===== src/h264fua_pkg.sv =====
package h264fua_pkg;

	localparam logic [7:0]  RTP_V2       = 8'h80;
	localparam logic [4:0]  FU_A_TYPE    = 5'd28;
	localparam logic [38:0] TICKS_PER_MS = 39'd90;
	localparam logic [38:0] TS_WRAP      = 39'h00FFFFFFFF;
	localparam logic [15:0] MIN_PACKET   = 16'd228;
	localparam logic [15:0] HEADER_BYTES = 16'd14;
	localparam logic [31:0] SSRC_VALUE   = 32'd10;
	localparam logic [10:0] PSIZE_RESET  = 11'd1400;
	localparam logic [6:0]  PTYPE_RESET  = 7'd96;
	localparam logic        REG_PSIZE    = 1'b0;
	localparam logic        REG_PTYPE    = 1'b1;

	typedef enum logic [1:0] {
		JOB_BYTE,
		JOB_SINGLE,
		JOB_FRAG
	} job_kind_t;

	typedef struct packed {
		job_kind_t   kind;
		logic        marker;
		logic [15:0] seq;
		logic [31:0] ts;
		logic [7:0]  fu_ind;
		logic [7:0]  fu_hdr;
		logic [7:0]  data;
		logic        last;
	} job_t;

	typedef struct packed {
		logic [15:0] seq;
		logic [31:0] origin;
	} stream_st_t;

endpackage


===== src/h264fua_mem.sv =====
module h264fua_mem #(
	parameter int STREAMS = 8,
	parameter int AW = 3
) (
	input  logic                    clk,
	input  logic                    arst_n,
	input  logic                    rd_en,
	input  logic [AW-1:0]           rd_addr,
	output h264fua_pkg::stream_st_t rd_data,
	input  logic                    wr_en,
	input  logic [AW-1:0]           wr_addr,
	input  h264fua_pkg::stream_st_t wr_data
);
	import h264fua_pkg::*;

	stream_st_t          mem [STREAMS];
	logic [STREAMS-1:0]  vld_q;
	stream_st_t          rd_q;
	logic                rd_vld_q;

	always_ff @(posedge clk) begin
		if (wr_en) begin
			mem[wr_addr] <= wr_data;
		end
		if (rd_en) begin
			if (wr_en && wr_addr == rd_addr) begin
				rd_q <= wr_data;
			end else begin
				rd_q <= mem[rd_addr];
			end
		end
	end

	always_ff @(posedge clk or negedge arst_n) begin
		if (!arst_n) begin
			vld_q <= '0;
			rd_vld_q <= 1'b0;
		end else begin
			if (rd_en) begin
				rd_vld_q <= vld_q[rd_addr] || (wr_en && wr_addr == rd_addr);
			end
			if (wr_en) begin
				vld_q[wr_addr] <= 1'b1;
			end
		end
	end

	// entries never written read as zero
	assign rd_data = rd_vld_q ? rd_q : '0;

endmodule


===== src/h264fua_ctrl.sv =====
module h264fua_ctrl #(
	parameter int STREAMS = 8,
	parameter int AW = 3,
	parameter int FW = 11
) (
	input  logic                    clk,
	input  logic                    arst_n,
	input  logic                    in_valid,
	output logic                    in_ready,
	input  logic [2:0]              in_sidx,
	input  logic [7:0]              in_byte,
	input  logic                    in_start,
	input  logic [15:0]             in_len,
	input  logic [31:0]             in_now,
	input  logic [15:0]             limit,
	output logic                    rd_en,
	output logic [AW-1:0]           rd_addr,
	input  h264fua_pkg::stream_st_t rd_data,
	output logic                    wr_en,
	output logic [AW-1:0]           wr_addr,
	output h264fua_pkg::stream_st_t wr_data,
	output h264fua_pkg::job_t       job,
	output logic                    job_valid,
	input  logic                    job_take
);
	import h264fua_pkg::*;

	logic        valid_s1;
	logic [2:0]  sidx_s1;
	logic [7:0]  byte_s1;
	logic        start_s1;
	logic [15:0] len_s1;
	logic [31:0] now_s1;

	logic [2:0]    cur_q, cur_n;
	logic [15:0]   left_q, left_n;
	logic [FW-1:0] fill_q, fill_n;
	logic [7:0]    hdr_q, hdr_n;
	logic [31:0]   ts_q, ts_n;
	logic          frag_q, frag_n;
	logic          first_q, first_n;

	logic          need;
	logic          go;
	logic [31:0]   org, tick;
	logic [38:0]   prod;
	logic [15:0]   left_m1;
	logic          last_frag;
	logic [FW-1:0] fill_m1;

	always_comb begin
		org     = (rd_data.origin == '0 || now_s1 < rd_data.origin) ? now_s1 : rd_data.origin;
		tick    = now_s1 - org;
		prod    = {7'd0, tick} * TICKS_PER_MS;
		left_m1 = left_q - 16'd1;
		last_frag = left_q <= limit;

		cur_n   = cur_q;
		left_n  = left_q;
		fill_n  = fill_q;
		hdr_n   = hdr_q;
		ts_n    = ts_q;
		frag_n  = frag_q;
		first_n = first_q;
		fill_m1 = '0;
		need    = 1'b0;
		wr_en   = 1'b0;
		wr_addr = AW'(cur_q);
		wr_data = rd_data;
		job     = '0;
		job.kind = JOB_BYTE;
		job.data = byte_s1;
		job.ts   = ts_q;
		job.seq  = rd_data.seq;

		if (valid_s1) begin
			if (start_s1) begin
				left_n  = '0;
				fill_n  = '0;
				frag_n  = 1'b0;
				first_n = 1'b0;
				if (32'(sidx_s1) < STREAMS) begin
					cur_n   = sidx_s1;
					hdr_n   = byte_s1;
					ts_n    = prod[31:0];
					left_n  = (len_s1 == '0) ? 16'd0 : len_s1 - 16'd1;
					wr_en   = 1'b1;
					wr_addr = AW'(sidx_s1);
					wr_data.origin = (prod >= TS_WRAP) ? 32'd0 : org;
					if (left_n <= limit) begin
						need = 1'b1;
						wr_data.seq = rd_data.seq + 16'd1;
						job.kind   = JOB_SINGLE;
						job.marker = 1'b1;
						job.ts     = prod[31:0];
						job.last   = left_n == '0;
					end else begin
						frag_n  = 1'b1;
						first_n = 1'b1;
					end
				end
			end else if (left_q != '0) begin
				need   = 1'b1;
				left_n = left_m1;
				if (!frag_q) begin
					job.last = left_m1 == '0;
				end else begin
					fill_m1 = fill_q - FW'(1);
					if (fill_q == '0) begin
						// packet boundary: new RTP + FU header
						fill_m1 = (last_frag ? FW'(left_q) : FW'(limit)) - FW'(1);
						wr_en   = 1'b1;
						wr_data.seq = rd_data.seq + 16'd1;
						job.kind   = JOB_FRAG;
						job.marker = last_frag;
						job.fu_ind = {hdr_q[7:5], FU_A_TYPE};
						job.fu_hdr = {first_q, last_frag, 1'b0, hdr_q[4:0]};
						first_n    = 1'b0;
					end
					fill_n   = fill_m1;
					job.last = fill_m1 == '0;
					frag_n   = left_m1 != '0;
				end
			end
		end
	end

	assign go        = valid_s1 && (!need || job_take);
	assign job_valid = valid_s1 && need;
	assign in_ready  = !valid_s1 || go;
	assign rd_en     = in_valid && in_ready;
	assign rd_addr   = in_start ? AW'(in_sidx) : AW'(cur_n);

	always_ff @(posedge clk) begin
		if (rd_en) begin
			sidx_s1  <= in_sidx;
			byte_s1  <= in_byte;
			start_s1 <= in_start;
			len_s1   <= in_len;
			now_s1   <= in_now;
		end
	end

	always_ff @(posedge clk or negedge arst_n) begin
		if (!arst_n) begin
			valid_s1 <= 1'b0;
			cur_q    <= '0;
			left_q   <= '0;
			fill_q   <= '0;
			hdr_q    <= '0;
			ts_q     <= '0;
			frag_q   <= 1'b0;
			first_q  <= 1'b0;
		end else begin
			if (rd_en) begin
				valid_s1 <= 1'b1;
			end else if (go) begin
				valid_s1 <= 1'b0;
			end
			if (go) begin
				cur_q   <= cur_n;
				left_q  <= left_n;
				fill_q  <= fill_n;
				hdr_q   <= hdr_n;
				ts_q    <= ts_n;
				frag_q  <= frag_n;
				first_q <= first_n;
			end
		end
	end

endmodule


===== src/h264fua_emit.sv =====
module h264fua_emit (
	input  logic              clk,
	input  logic              arst_n,
	input  h264fua_pkg::job_t job,
	input  logic              job_valid,
	output logic              job_take,
	input  logic [6:0]        ptype,
	output logic              out_valid,
	input  logic              out_ready,
	output logic [7:0]        out_byte,
	output logic              out_first,
	output logic              out_last
);
	import h264fua_pkg::*;

	job_t       job_q;
	logic       busy_q;
	logic [3:0] idx_q;
	logic [3:0] end_idx;
	logic       done;

	always_comb begin
		case (job_q.kind)
			JOB_SINGLE: end_idx = 4'd12;
			JOB_FRAG:   end_idx = 4'd14;
			default:    end_idx = 4'd0;
		endcase
		out_byte = job_q.data;
		if (job_q.kind != JOB_BYTE) begin
			case (idx_q)
				4'd0:    out_byte = RTP_V2;
				4'd1:    out_byte = {job_q.marker, ptype};
				4'd2:    out_byte = job_q.seq[15:8];
				4'd3:    out_byte = job_q.seq[7:0];
				4'd4:    out_byte = job_q.ts[31:24];
				4'd5:    out_byte = job_q.ts[23:16];
				4'd6:    out_byte = job_q.ts[15:8];
				4'd7:    out_byte = job_q.ts[7:0];
				4'd8:    out_byte = SSRC_VALUE[31:24];
				4'd9:    out_byte = SSRC_VALUE[23:16];
				4'd10:   out_byte = SSRC_VALUE[15:8];
				4'd11:   out_byte = SSRC_VALUE[7:0];
				4'd12:   out_byte = (job_q.kind == JOB_FRAG) ? job_q.fu_ind : job_q.data;
				4'd13:   out_byte = job_q.fu_hdr;
				default: out_byte = job_q.data;
			endcase
		end
	end

	assign out_valid = busy_q;
	assign out_first = job_q.kind != JOB_BYTE && idx_q == '0;
	assign out_last  = idx_q == end_idx && job_q.last;
	assign done      = busy_q && out_ready && idx_q == end_idx;
	assign job_take  = !busy_q || done;

	always_ff @(posedge clk) begin
		if (job_valid && job_take) begin
			job_q <= job;
		end
	end

	always_ff @(posedge clk or negedge arst_n) begin
		if (!arst_n) begin
			busy_q <= 1'b0;
			idx_q  <= '0;
		end else if (job_valid && job_take) begin
			busy_q <= 1'b1;
			idx_q  <= '0;
		end else if (busy_q && out_ready) begin
			if (done) begin
				busy_q <= 1'b0;
			end else begin
				idx_q <= idx_q + 4'd1;
			end
		end
	end

endmodule


===== src/h264_rtp_fua_packetizer_unit.sv =====
// H.264 RTP packetizer with FU-A fragmentation for up to STREAMS streams. NAL bytes enter
// one per transfer; the first byte of a NAL carries nal_start, its length and the time in ms.
// Per-stream sequence counter and timestamp origin live in a small state RAM, read as a byte
// is taken and written back as it is processed. Payload bytes flow at one per cycle while
// m_tready holds; a byte that opens a packet occupies the output sequencer while it sends
// the 12-byte RTP header and the byte (single NAL packet), or also FU indicator and FU header
// (FU-A fragment), during which the input stalls once the one-item pipeline stage is full.
// The output is a byte stream; tuser marks the first, tlast the last byte of each RTP packet.
module h264_rtp_fua_packetizer_unit #(
	parameter int STREAMS = 8,
	parameter int MAX_PACKET = 1500
) (
	input  logic        clk,
	input  logic        arst_n,
	input  logic        s_tvalid,
	output logic        s_tready,
	input  logic [55:0] s_tdata,  // nal_byte[7:0], nal_length[23:8], now_ms[55:24]
	input  logic [3:0]  s_tuser,  // stream_index[2:0], nal_start[3]
	output logic        m_tvalid,
	input  logic        m_tready,
	output logic [7:0]  m_tdata,  // packet_byte[7:0]
	output logic        m_tuser,  // packet_first[0]
	output logic        m_tlast,
	input  logic        psel,
	input  logic        penable,
	input  logic        pwrite,
	input  logic [2:0]  paddr,
	input  logic [31:0] pwdata,
	output logic [31:0] prdata,
	output logic        pready
);
	import h264fua_pkg::*;

	localparam int AW = (STREAMS > 1) ? $clog2(STREAMS) : 1;
	localparam int FW = $clog2(MAX_PACKET);
	localparam logic [15:0] MAX_P = 16'(MAX_PACKET);

	logic [10:0] psize_q;
	logic [6:0]  ptype_q;
	logic [15:0] psize_c;
	logic [15:0] limit;

	logic          rd_en, wr_en, job_valid, job_take;
	logic [AW-1:0] rd_addr, wr_addr;
	stream_st_t    rd_data, wr_data;
	job_t          job;

	assign pready = 1'b1;
	assign prdata = (paddr[2] == REG_PTYPE) ? {25'd0, ptype_q} : {21'd0, psize_q};

	always_ff @(posedge clk or negedge arst_n) begin
		if (!arst_n) begin
			psize_q <= PSIZE_RESET;
			ptype_q <= PTYPE_RESET;
		end else if (psel && penable && pwrite) begin
			unique case (paddr[2])
				REG_PSIZE: psize_q <= pwdata[10:0];
				REG_PTYPE: ptype_q <= pwdata[6:0];
				default:   ;
			endcase
		end
	end

	always_comb begin
		psize_c = {5'd0, psize_q};
		if (psize_c < MIN_PACKET) psize_c = MIN_PACKET;
		if (psize_c > MAX_P) psize_c = MAX_P;
		limit = psize_c - HEADER_BYTES;
	end

	h264fua_mem #(.STREAMS(STREAMS), .AW(AW)) u_mem (
		.clk     (clk),
		.arst_n  (arst_n),
		.rd_en   (rd_en),
		.rd_addr (rd_addr),
		.rd_data (rd_data),
		.wr_en   (wr_en),
		.wr_addr (wr_addr),
		.wr_data (wr_data)
	);

	h264fua_ctrl #(.STREAMS(STREAMS), .AW(AW), .FW(FW)) u_ctrl (
		.clk       (clk),
		.arst_n    (arst_n),
		.in_valid  (s_tvalid),
		.in_ready  (s_tready),
		.in_sidx   (s_tuser[2:0]),
		.in_byte   (s_tdata[7:0]),
		.in_start  (s_tuser[3]),
		.in_len    (s_tdata[23:8]),
		.in_now    (s_tdata[55:24]),
		.limit     (limit),
		.rd_en     (rd_en),
		.rd_addr   (rd_addr),
		.rd_data   (rd_data),
		.wr_en     (wr_en),
		.wr_addr   (wr_addr),
		.wr_data   (wr_data),
		.job       (job),
		.job_valid (job_valid),
		.job_take  (job_take)
	);

	h264fua_emit u_emit (
		.clk       (clk),
		.arst_n    (arst_n),
		.job       (job),
		.job_valid (job_valid),
		.job_take  (job_take),
		.ptype     (ptype_q),
		.out_valid (m_tvalid),
		.out_ready (m_tready),
		.out_byte  (m_tdata),
		.out_first (m_tuser),
		.out_last  (m_tlast)
	);

endmodule

===== config.mk =====
export PLATFORM = sky130hd
export DESIGN_NAME = h264_rtp_fua_packetizer_unit
export DESIGN_NICKNAME = d
export VERILOG_FILES = /design/src/h264fua_pkg.sv /design/src/h264fua_mem.sv /design/src/h264fua_ctrl.sv /design/src/h264fua_emit.sv /design/src/h264_rtp_fua_packetizer_unit.sv
export SDC_FILE = /design/constraint.sdc
export NUM_CORES = 1
export LEC_CHECK = 0
export ABC_AREA = 1
export BUFFER_PORTS_ARGS = -buffer_cell sky130_fd_sc_hd__buf_2
export CAP_MARGIN = 15
export CORE_MARGIN = 2
export CORE_UTILIZATION = 40
export DETAILED_ROUTE_END_ITERATION = 10
export GPL_ROUTABILITY_DRIVEN = 0
export HOLD_SLACK_MARGIN = 0.05
export PLACE_DENSITY_LB_ADDON = 0.12
export SYNTH_ARGS = -nofsm -noshare
export SYNTH_HDL_FRONTEND = slang
export SYNTH_SLANG_ARGS = --single-unit
export TNS_END_PERCENT = 10

===== constraint.sdc =====
create_clock -name clk -period 9.6 [get_ports clk]
set_input_delay 1.92 -clock clk [delete_from_list [all_inputs] [get_ports clk]]
set_output_delay 1.92 -clock clk [all_outputs]
set_load 0.02 [all_outputs]

==> impl_metrics.yaml, run 1 <==
synth:
  yosys_warnings: 0
  async_reset_ff_share_pct: 15.6
  synth-seq-cells: 665
  synth_cells: 3970
  netlist.area_leader.share_pct: 45.6
  synth-seq-area-share_pct: 52.7
  ys.flop_type: "edfxtp_1"
  yosysTopAreaCell: "edfxtp_1"
  synth_area_um2: 36900
  synth_edf_count: 561
  synth.most_common_cell: "nand2_1"
  synth_commonest_cells: "nand2_1, edfxtp_1, inv_1, nand3_1, nor2_1"
  netlist-cell-type-count: 62
  synth_area_leaders: "edfxtp_1, nand2_1, dfrtp_1, ha_1, nand3_1"
  synth.avg_cell_area_um2: 9.30
min_path:
  hp-class: "flip-flop to flip-flop"
  min-delay-start: "u_ctrl.byte_s1[4]"
layout:
  area_growth_pct: 12.7
  drive_gt1_share_pct: 9.86
  final_nets: 4426
  stdcell_count: 5345
  multiInputGateArea_um2: 15300
  nFillCells: 8806
  seqCellArea_um2: 19500
timing:
  fin_skew_ns: 0.0219
  fin_crit_sh_pct: 93.0
  setup_viol: 0
  worstMarginPinSlew_ns: 1.18
  slew_viol_final: 0
  finalHoldViolCount: 0
  relSlewSlack_pct: 20.6
  rsz0062_at_grt: "no"
  max_freq_ghz: 0.112
  finalCriticalPeriod_ns: 8.93
  setup-tns-final_ns: 0
route:
  routedWlPerCell_um: 18.7
  wirelength_um: 99700
  ant_nets: 0
  wirelength_met1_um: 47400
  vias_per_cell: 5.16
  vias: 27600
  wl_met3_um: 4550
  topRoutingLayerUsed: "met5"
  first_pass_iters: 6
  drc_errors: 0
  wl_met2_um: 45400
  drtIter0Drc: 1994
grt:
  grtUsageTotal_pct: 21.1
  grt_max_degree: 98
  antenna_found_initial: 1
  grt_overflow_total: 0
  grt_pass1_wl_um: 155000
  grt_pass1_vias: 26700
die:
  start_util_pct: 40.4
  core_um2: 91500
  die-area_um2: 94800
  die_h_um: 308
  row_count: 111
  die_x_um: 308
  num_io_pins: 147
critical_path:
  criticalPathCategory: "flip-flop to flip-flop"
  endpoint_kind: "flip-flop"
  cp_max_fo: 32
  critPathArrivalTime_ns: 9.42
  r2r-start: "u_mem.rd_vld_q"
  slowest_delay_ns: 0.64
  timing.critical_path.mode_cell: "nand2_1"
  setup.worst_path.start: "u_mem.rd_vld_q"
  cp.required_ns: 10.09
  critPathLaunchType: "flip-flop"
  cpMaxStageDelayCell: "dfrtp_4"
clock_network:
  numCtsBuffers: 76
  clock-sinks: 665
  clk_latency_ns: 0.65
  htreeDepth: 3
  cts_tree: "built"
  cts-root-buf: "clkbuf_16"
  cts_max_path_buffers: 3
  clkSlewWorstSetupHoldPaths_ns: 0.06
  cts_setup_buffers: 0
outcome:
  outcome: "completed"
job:
  maxCapViolations: 0
placed_design:
  dp.cells: 5203
  port_buffers: 101
  dp_hpwl_um: 66000
## per-layer routing
layer | GRT usage, % | vias to the layer above
met3 | 2.83 | 138
li1 | - | 13700
met4 | 5.39 | 2
met2 | 33.9 | 628
met5 | 0 | -
met1 | 30.1 | 13100
## critical path: cells and delay by family, from the launching register on
family,cells,cell delay [ns]
DFF,1,0.64
xor gates and xnor gates,1,0.16
AOI/OAI and AO/OA,7,1.52
and+or+nand+nor,20,2.63
adders and majority gates,6,2.37
buffers and inverters,8,1.38
## kinds of logic after synthesis
logic type                 share of synthesized area (%)
and+or+nand+nor                                     21.5
buffers and inverters                               6.42
other                                             0.0203
adders and majority gates                           8.89
DFF                                                 52.7
xor gates and xnor gates                            2.09
AOI/OAI and AO/OA                                   8.44
## placed cells by master, fill, tap and decap left out, types with 9 or more instances in the layout
| master | count |
|---|---|
| edfxtp_1 | 561 |
| a221oi_1 | 11 |
| xnor2_1 | 28 |
| a21oi_1 | 153 |
| nor2_1 | 233 |
| o21ai_1 | 18 |
| clkinv_1 | 14 |
| nand2_2 | 21 |
| bufinv_16 | 12 |
| buf_4 | 78 |
| clkinv_2 | 18 |
| conb_1 | 32 |
| o211ai_1 | 14 |
| inv_2 | 11 |
| nor3_1 | 30 |
| buf_2 | 100 |
| nor2_4 | 12 |
| o21a_1 | 34 |
| o21ai_0 | 225 |
| clkbuf_16 | 76 |
| ha_1 | 173 |
| xor2_1 | 60 |
| nand2_1 | 1038 |
| dfrtp_1 | 95 |
| inv_1 | 412 |
| nand3_1 | 411 |
| a31oi_1 | 20 |
| o22ai_1 | 9 |
| fa_1 | 56 |
| nor4_1 | 13 |
| nor2_2 | 9 |
| o21ai_2 | 12 |
| nand4_1 | 47 |
| or2_2 | 12 |
## sequential cells by signal, indices dropped and copies added (netlist names), 11 cells and up
name / flops
u_mem.mem: 384
u_emit.job_q: 69
u_mem.rd_q: 48
u_ctrl.ts_q: 31
psize_q: 11
u_ctrl.fill_q: 11
u_ctrl.now_s1: 32
u_ctrl.len_s1: 16
u_ctrl.left_q: 16
## per-stage QoR
| stage | util, % | setup WS [ns] | hold WS [ns] | instance area (um^2) |
|---|---|---|---|---|
| 2_1_floorplan | - | 2.35 | 0.427 | 37100 |
| 3_5_place_dp | 42.6 | 0.703 | 0.446 | 39000 |
| 4_1_cts | 45.5 | 0.608 | 0.463 | 41600 |
| 3_3_place_gp | 42.6 | 0.689 | 0.441 | 39000 |
| 5_1_grt | 45.5 | 0.0107 | 0.476 | 41600 |
| 6_report | 45.5 | 0.673 | 0.462 | 41600 |
## timing repair
| action | CTS | global route |
|---|---|---|
| gates resized for setup | 0 | 1 |
| hold buffers | 0 | 0 |
| endpoints found under the setup margin | 0 | 144 |
## worst paths after layout
check	end	slack [ns]	depth (start not counted)
max in group asynchronous	u_ctrl.ts_q[27]	6.97	2
min in group asynchronous	u_ctrl.fill_q[3]	1.24	1
worst max register to register	u_mem.mem[4][1]	0.67	42
worst min register to register	u_emit.job_q[5]	0.46	0
worst max-delay path	u_mem.mem[4][1]	0.67	42
worst min-delay path	u_emit.job_q[5]	0.46	0
## cell type report
cell class,count,share of cell area (%)
diodes,1,0.00601
well taps,1186,3.57
multi-input cells,2745,36.8
flip-flops and latches,665,46.8
repair buffers,180,2.71
inverters,427,3.88
clock inverters,56,1.57
clock buffers,85,4.70
Power of run 1 is not shown: default switching activity piles up to over one toggle a cycle in this logic, so the estimate is an artifact.
==> run 2: changes to the inputs <==
ABC_CLOCK_PERIOD_IN_PS = 9600   (was default)
PLACE_DENSITY = 0.67   (was default)
PLACE_DENSITY_LB_ADDON = default   (was 0.12)
==> run 2 against run 1 <==
Wire length down 5.0%. Count of clock-buffer cells in the layout up 6. Worst hold slack better by 0.0019 ns. Flip-flop and latch count unchanged. Sequential share of layout area up 0.38 points. Die area unchanged. Register-to-register slack better by 0.03 ns. Clock skew up 0.0091 ns. Fmax up 0.31%. Non-clock buffer count down 3. Largest cell class unchanged.
==> impl_metrics.yaml, run 2 (synthesis gave the netlist of run 1 again) <==
timing:
  setup-tns-final_ns: 0
  slew_viol_final: 0
  fin_hold_ws_ns: 0.464
  setup_viol: 0
  max_freq_ghz: 0.112
  worstMarginPinSlew_ns: 1.18
  rsz0062_at_grt: "no"
  finalHoldViolCount: 0
  finalCriticalPeriod_ns: 8.90
  fin_crit_sh_pct: 92.7
  relSlewSlack_pct: 21.7
  fin_skew_ns: 0.0310
clock_network:
  cts-root-buf: "clkbuf_16"
  clk_latency_ns: 0.65
  cts_tree: "built"
  numCtsBuffers: 73
  clkSlewWorstSetupHoldPaths_ns: 0.06
  cts_max_path_buffers: 3
  clock-sinks: 665
  htreeDepth: 3
critical_path:
  slowest_delay_ns: 0.64
  criticalPathCategory: "flip-flop to flip-flop"
  cpMaxStageDelayCell: "dfrtp_4"
  cp_max_fo: 32
  endpoint_kind: "flip-flop"
  critPathLaunchType: "flip-flop"
  path_buf_inv: 8
  cp.required_ns: 9.89
  crit_family: "adder cells"
  critPathArrivalTime_ns: 9.19
  timing.critical_path.mode_cell: "nand2_1"
layout:
  regMostFlops: "u_mem.mem"
  top_regs: "u_mem.mem (384), u_emit.job_q (69), u_mem.rd_q (48)"
  final_nets: 4420
  final_common_cell: "nand2_1"
  stdcell_count: 5338
  drive_gt1_share_pct: 9.52
  area_growth_pct: 11.8
  final_core_util_pct: 45.1
  final_cell_mix: "nand2_1, edfxtp_1, inv_1"
  largest_reg_flops: 384
placed_design:
  dp_hpwl_um: 62200
  port_buffers: 101
  dp.cells: 5198
route:
  first_pass_iters: 6
  drtIter0Drc: 2705
  ant_nets: 0
  routedWlPerCell_um: 17.8
  vias_per_cell: 5.26
  wirelength_um: 94800
  vias: 28100
  drc_errors: 0
grt:
  grtUsageTotal_pct: 19.7
  antenna_found_initial: 3
  grt_pass1_vias: 26500
  grt_overflow_total: 0
  grt_pass1_wl_um: 146000
  grt_max_degree: 106
die:
  die-area_um2: 94800
  row_count: 111
  start_util_pct: 40.4
  die_h_um: 308
  die_x_um: 308
  num_io_pins: 147
  core_um2: 91500
job:
  maxCapViolations: 0
outcome:
  outcome: "completed"
min_path:
  hp-class: "flip-flop to flip-flop"
run 2: changes by cell type in the layout (fill, tap and decap cells not counted), sizes merged:
cell,before,now
clkinvlp,4,5
buf,180,177
clkinv,35,33
diode,1,2
clkbuf,85,91
bufinv,12,2
run 2: area by class of cell:
class / instances / area (um^2)
sequential: 665 / 19500
clock inverter: 45 / 388
clock buffer: 91 / 1900
timing repair buffer: 177 / 1110
inverter: 427 / 1610
antenna: 2 / 5.00
fill: 8531 / 50200
multi-input combinational: 2745 / 15300
tap: 1186 / 1480
run 2: worst paths after layout:
path,start,to,cells after the start,slack (ns)
min in group asynchronous,arst_n,u_ctrl.left_q[4],1,1.31
min,u_mem.vld_q[6],u_mem.vld_q[6],2,0.46
max in group asynchronous,arst_n,u_ctrl.ts_q[16],2,6.99
max,u_mem.rd_vld_q,u_mem.mem[5][18],42,0.70
max reg2reg,u_mem.rd_vld_q,u_mem.mem[5][18],42,0.70
min reg2reg,u_mem.vld_q[6],u_mem.vld_q[6],2,0.46
run 2: metrics by stage:
| stage | setup slack, ns | cell area [um^2] |
|---|---|---|
| after floorplan | 2.35 | 37100 |
| after global placement | 0.558 | 38900 |
| after detailed placement | 0.530 | 38900 |
| after CTS | 0.485 | 41200 |
| after global routing | 0.119 | 41300 |
| final | 0.700 | 41300 |
run 2: tightest hold or removal path, cell delays in order (launching register included):
cell and delay (ns):
dfrtp_1 0.32, inv_1 0.05, o21ai_0 0.06
run 2: repair_timing:
action / CTS / global route
gates resized for setup: 0 / 4
buffers inserted: 0 / 2
endpoints found under the setup margin: 0 / 220
hold buffers: 0 / 0
run 2: routing by layer:
layer | wire [um] | GRT usage (%) | vias up
li1 | - | - | 13700
met1 | 41800 | 26.7 | 13200
met2 | 43700 | 32.0 | 970
met3 | 5970 | 2.66 | 213
met4 | 3280 | 7.51 | 2
met5 | 15 | 0 | -
Power of run 2 is left out for the same reason.
